## src/wdb_fifo.sv

```systemverilog
module wdb_fifo #(
  parameter int WIDTH = 8,
  parameter int DEPTH = 2
) (
  input  logic             clk_i,
  input  logic             rst_ni,
  input  logic             wr_valid_i,
  output logic             wr_ready_o,
  input  logic [WIDTH-1:0] wr_data_i,
  output logic             rd_valid_o,
  input  logic             rd_ready_i,
  output logic [WIDTH-1:0] rd_data_o
);

  localparam int AW = (DEPTH > 1) ? $clog2(DEPTH) : 1;
  localparam int CW = $clog2(DEPTH + 1);

  logic [WIDTH-1:0] mem_q [DEPTH];
  logic [AW-1:0]    wptr_q, wptr_d, rptr_q, rptr_d;
  logic [CW-1:0]    cnt_q, cnt_d;
  logic             push, pop;

  assign wr_ready_o = (cnt_q != CW'(DEPTH));
  assign rd_valid_o = (cnt_q != '0);
  assign rd_data_o  = mem_q[rptr_q];
  assign push       = wr_valid_i && wr_ready_o;
  assign pop        = rd_valid_o && rd_ready_i;

  always_comb begin
    wptr_d = wptr_q;
    rptr_d = rptr_q;
    cnt_d  = cnt_q;
    if (push) begin
      wptr_d = (wptr_q == AW'(DEPTH - 1)) ? '0 : wptr_q + AW'(1);
    end
    if (pop) begin
      rptr_d = (rptr_q == AW'(DEPTH - 1)) ? '0 : rptr_q + AW'(1);
    end
    if (push && !pop) begin
      cnt_d = cnt_q + CW'(1);
    end else if (pop && !push) begin
      cnt_d = cnt_q - CW'(1);
    end
  end

  always_ff @(posedge clk_i or negedge rst_ni) begin
    if (!rst_ni) begin
      wptr_q <= '0;
      rptr_q <= '0;
      cnt_q  <= '0;
    end else begin
      wptr_q <= wptr_d;
      rptr_q <= rptr_d;
      cnt_q  <= cnt_d;
    end
  end

  always_ff @(posedge clk_i) begin
    if (push) begin
      mem_q[wptr_q] <= wr_data_i;
    end
  end

endmodule

```

## config.mk

```make
export PLATFORM = sky130hd
export DESIGN_NAME = wdb_fifo
export DESIGN_NICKNAME = d
export VERILOG_FILES = /design/src/wdb_fifo.sv
export SDC_FILE = /design/constraint.sdc
export NUM_CORES = 1
export LEC_CHECK = 0
export BUFFER_PORTS_ARGS = -buffer_cell sky130_fd_sc_hd__buf_2
export CAP_MARGIN = 25
export CORE_MARGIN = 2
export CORE_UTILIZATION = 30
export DETAILED_ROUTE_END_ITERATION = 8
export SLEW_MARGIN = 30
export SYNTH_ARGS = -nofsm -noshare
export SYNTH_HDL_FRONTEND = slang
export SYNTH_SLANG_ARGS = --single-unit
```

## constraint.sdc

```tcl
create_clock -name clk_i -period 2.9 [get_ports clk_i]
set_input_delay 0.29 -clock clk_i [delete_from_list [all_inputs] [get_ports clk_i]]
set_output_delay 0.29 -clock clk_i [all_outputs]
set_load 0.01 [all_outputs]
```

==> summary.md <==
| Metric | Value |
|---|---|
| Min-delay worst type | in2reg |
| Fmax | 0.584 GHz |
| P_leak | 0.401 nW |
| Setup TNS Final | 0 ns |
| DRC Markers | 0 |
| Period utilization | 59.1% |
| Clock transition at the registers of the reported paths | between 0.1 and 0.15 ns |
| Final setup violation count | 0 |
| Crit path largest cell delay | 0.60 ns |
| GPL Wtd Cong | 0.624 |
| Clock sink count | 20 |
| Minimum clock period after layout | ~1.7 ns |
| Slew margin rel. | 56.6% |
| Diodes inserted | 0 |
| CP cell instances | mux2_2 -> buf_2 |
| Layout cells sized above 1 | a little over half |
| Most common cell after layout, fill and taps aside | buf_2 |
| Hold buffers post-CTS | 1 |
| Vias in the first global route | 475 |
| DR iter-0 viols | 2 |
| Vias | 420 |
| Length of the first detailed-routing pass in iterations | 3 |
| H-tree lvl count | 1 |
| Critical-path top delay cell | dfrtp_1 |
| R2R depth | 3 |
| Master cell of the clock root buffer | clkbuf_4 |
| Syn_area_per_cell | 18.3 sq um |
| Startpoint Class | register |
| WS Path Type | reg2out |
| Commonest cells after routing, fill and taps aside | buf_2, edfxtp_1, mux2_2 |
| Nets | 82 |
| CTS resizes | 0 |
| Antenna violations before repair | 0 |
| Layout Utilization | 39.8% |
| Total Wirelength | 1250 microns |
| Number of synthesized register bits | 20 |
| Outcome | completed |
| Post-CTS Setup Bufs | 0 |
| Largest area contributor in the netlist | edfxtp_1 |
| Worst Hold End | mem_q[1][4]$_DFFE_PP_ |
| Die area | 3050 sq um |
| Die X | 55.2 microns |
| Largest net degree at the start of global routing | 13 |
| Post-Syn Instances | 43 |
| Mapped cell area | slightly below 800 sq um |
| Hold Path Cell Cnt | 1 |
| Setup Skew | between 0.01 and 0.015 ns |
| Via-per-instance ratio | 4.29 |
| WL per Instance | 12.7 microns |
| Cell Pwr Density | 1020 nW/um^2 |
| Starting density of the core | 31.8% |
| Buf/Inv on CP | 1 |
| Fin. max-slew vios | 0 |
| CTS Buf Count | 3 |
| Worst skew pair latency | 0.30 ns |
| R2r setup slk | around 1.4 ns |
| Peak VDD IR | 621 uV |
| Final Hold Fails | 0 |
| Core Area | about 2500 sq um |
| Arr. time, crit path | 1.42 ns |
| Remaining global-route overflow | 0 |
| Distinct cells, synth | 14 |
| Reg-to-Reg End | mem_q[0][7]$_DFFE_PP_ |
| Delay-heaviest family, CP | flip-flops |
| Area grow syn2layout | 25.4% |
| Worst Tran Pin Value | 0.649 ns |
| Register area share after synthesis | 73.8% |
| Post-DP HPWL | slightly above 900 microns |
| Crit. End Element | output pin |
| Maximum clock path buffer count | 2 |
| Synthesis warning total | 0 |
| Row count | 18 |
| First-pass GRT wire length | 2080 microns |
| R2r startpoint | cnt_q[0]$_DFFE_PN0P_ |
| Crit Path Max Fanout | 9 |
| Tot GR Track Use | 8.97% |
| CTS tree | built |
| Die height | between 50 and 60 microns |
| Synth area leaders | edfxtp_1, dfrtp_1, mux2_2 |
| Io pins | 22 |
| Hold path startpoint | wr_data_i[4] |
| # port buffers | 21 |
| Max_cap viols | 0 |
| Synthesized net count | 56 |
| Post-synth top area share | 61.0% |
| CP required | 2.61 ns |
| Post-detailed-route count of antenna-violating nets | 0 |
| RSZ-0062 raised after global routing | no |
## logic make-up (layout without fill, tap and decap cells)
group	count (synthesis)	after routing	share of synthesized area [%]
flip-flops	20	20	73.8
multiplexers	8	8	11.4
AND/OR/NAND/NOR	7	7	6.52
XOR/XNOR	5	5	5.57
buffers and inverters	2	27	1.11
adder cells (fa/ha/maj)	1	1	1.59
## final cells by class
class	count	area, sq um
fillers	254	1490
clock buffers	3	22.5
flip-flops and latches	20	581
inverters	1	3.75
well taps	30	37.5
multi-input cells	21	198
clock inverters	1	30.0
repair buffers	22	115
## cell usage after synthesis
cell      number
dfrtp_1        4
mux2_2         8
buf_2          1
nand2b_4       1
or2_4          1
edfxtp_1      16
xor2_1         2
nor2_1         2
xnor2_1        3
inv_1          1
ha_1           1
nand2_4        1
nand2_1        1
and3_1         1
## worst max-delay path by stage
stage	start	end	slack, ns	cells after the start
after floorplan	cnt_q[0]$_DFFE_PN0P_	mem_q[0][0]$_DFFE_PP_	1.51	3
after global placement	cnt_q[0]$_DFFE_PN0P_	mem_q[0][6]$_DFFE_PP_	1.38	3
after detailed placement	cnt_q[0]$_DFFE_PN0P_	mem_q[0][5]$_DFFE_PP_	1.31	3
after CTS	rptr_q$_DFFE_PN0P_	rd_data_o[2]	1.16	2
after global routing	rptr_q$_DFFE_PN0P_	rd_data_o[2]	1.08	2
final	rptr_q$_DFFE_PN0P_	rd_data_o[2]	1.19	2
## per-stage QoR
step	power [W]	setup WS, ns	instance area (sq um)	hold slack, ns	cells
2_1_floorplan	0.000686	1.51	787	-0.00559	43
3_3_place_gp	0.000782	1.38	925	0.103	93
3_5_place_dp	0.000790	1.31	925	0.101	93
4_1_cts	0.00102	1.16	987	0.168	98
5_1_grt	0.00107	1.08	987	0.160	98
6_report	0.00101	1.19	987	0.169	98
## registers in the layout, indices dropped and copies added, names as in the netlist
name	count
cnt_q	2
mem_q	16
rptr_q	1
wptr_q	1
## where the power goes
| group | switching, W | leakage [nW] | internal (W) |
|---|---|---|---|
| registers | 0.0000604 | 0.195 | 0.000401 |
| logic | 0.000146 | 0.177 | 0.000169 |
| clock network | 0.0000892 | 0.0279 | 0.000140 |
## layer usage
| metal | global-route usage [%] | share of wire (%) | up-vias |
|---|---|---|---|
| met5 | 0 | 0 | - |
| met3 | 2.81 | 6.9 | 2 |
| met4 | 4.18 | 0.96 | 0 |
| li1 | - | - | 202 |
| met2 | 14.5 | 46 | 17 |
| met1 | 10.9 | 46 | 199 |
## worst reg2reg max path: cells and delay by family (launching register included)
| family | cells | cell delay, ns |
|---|---|---|
| flops | 1 | 0.43 |
| simple gates | 3 | 0.76 |
Note: power is estimated with default switching activity, not from simulation.
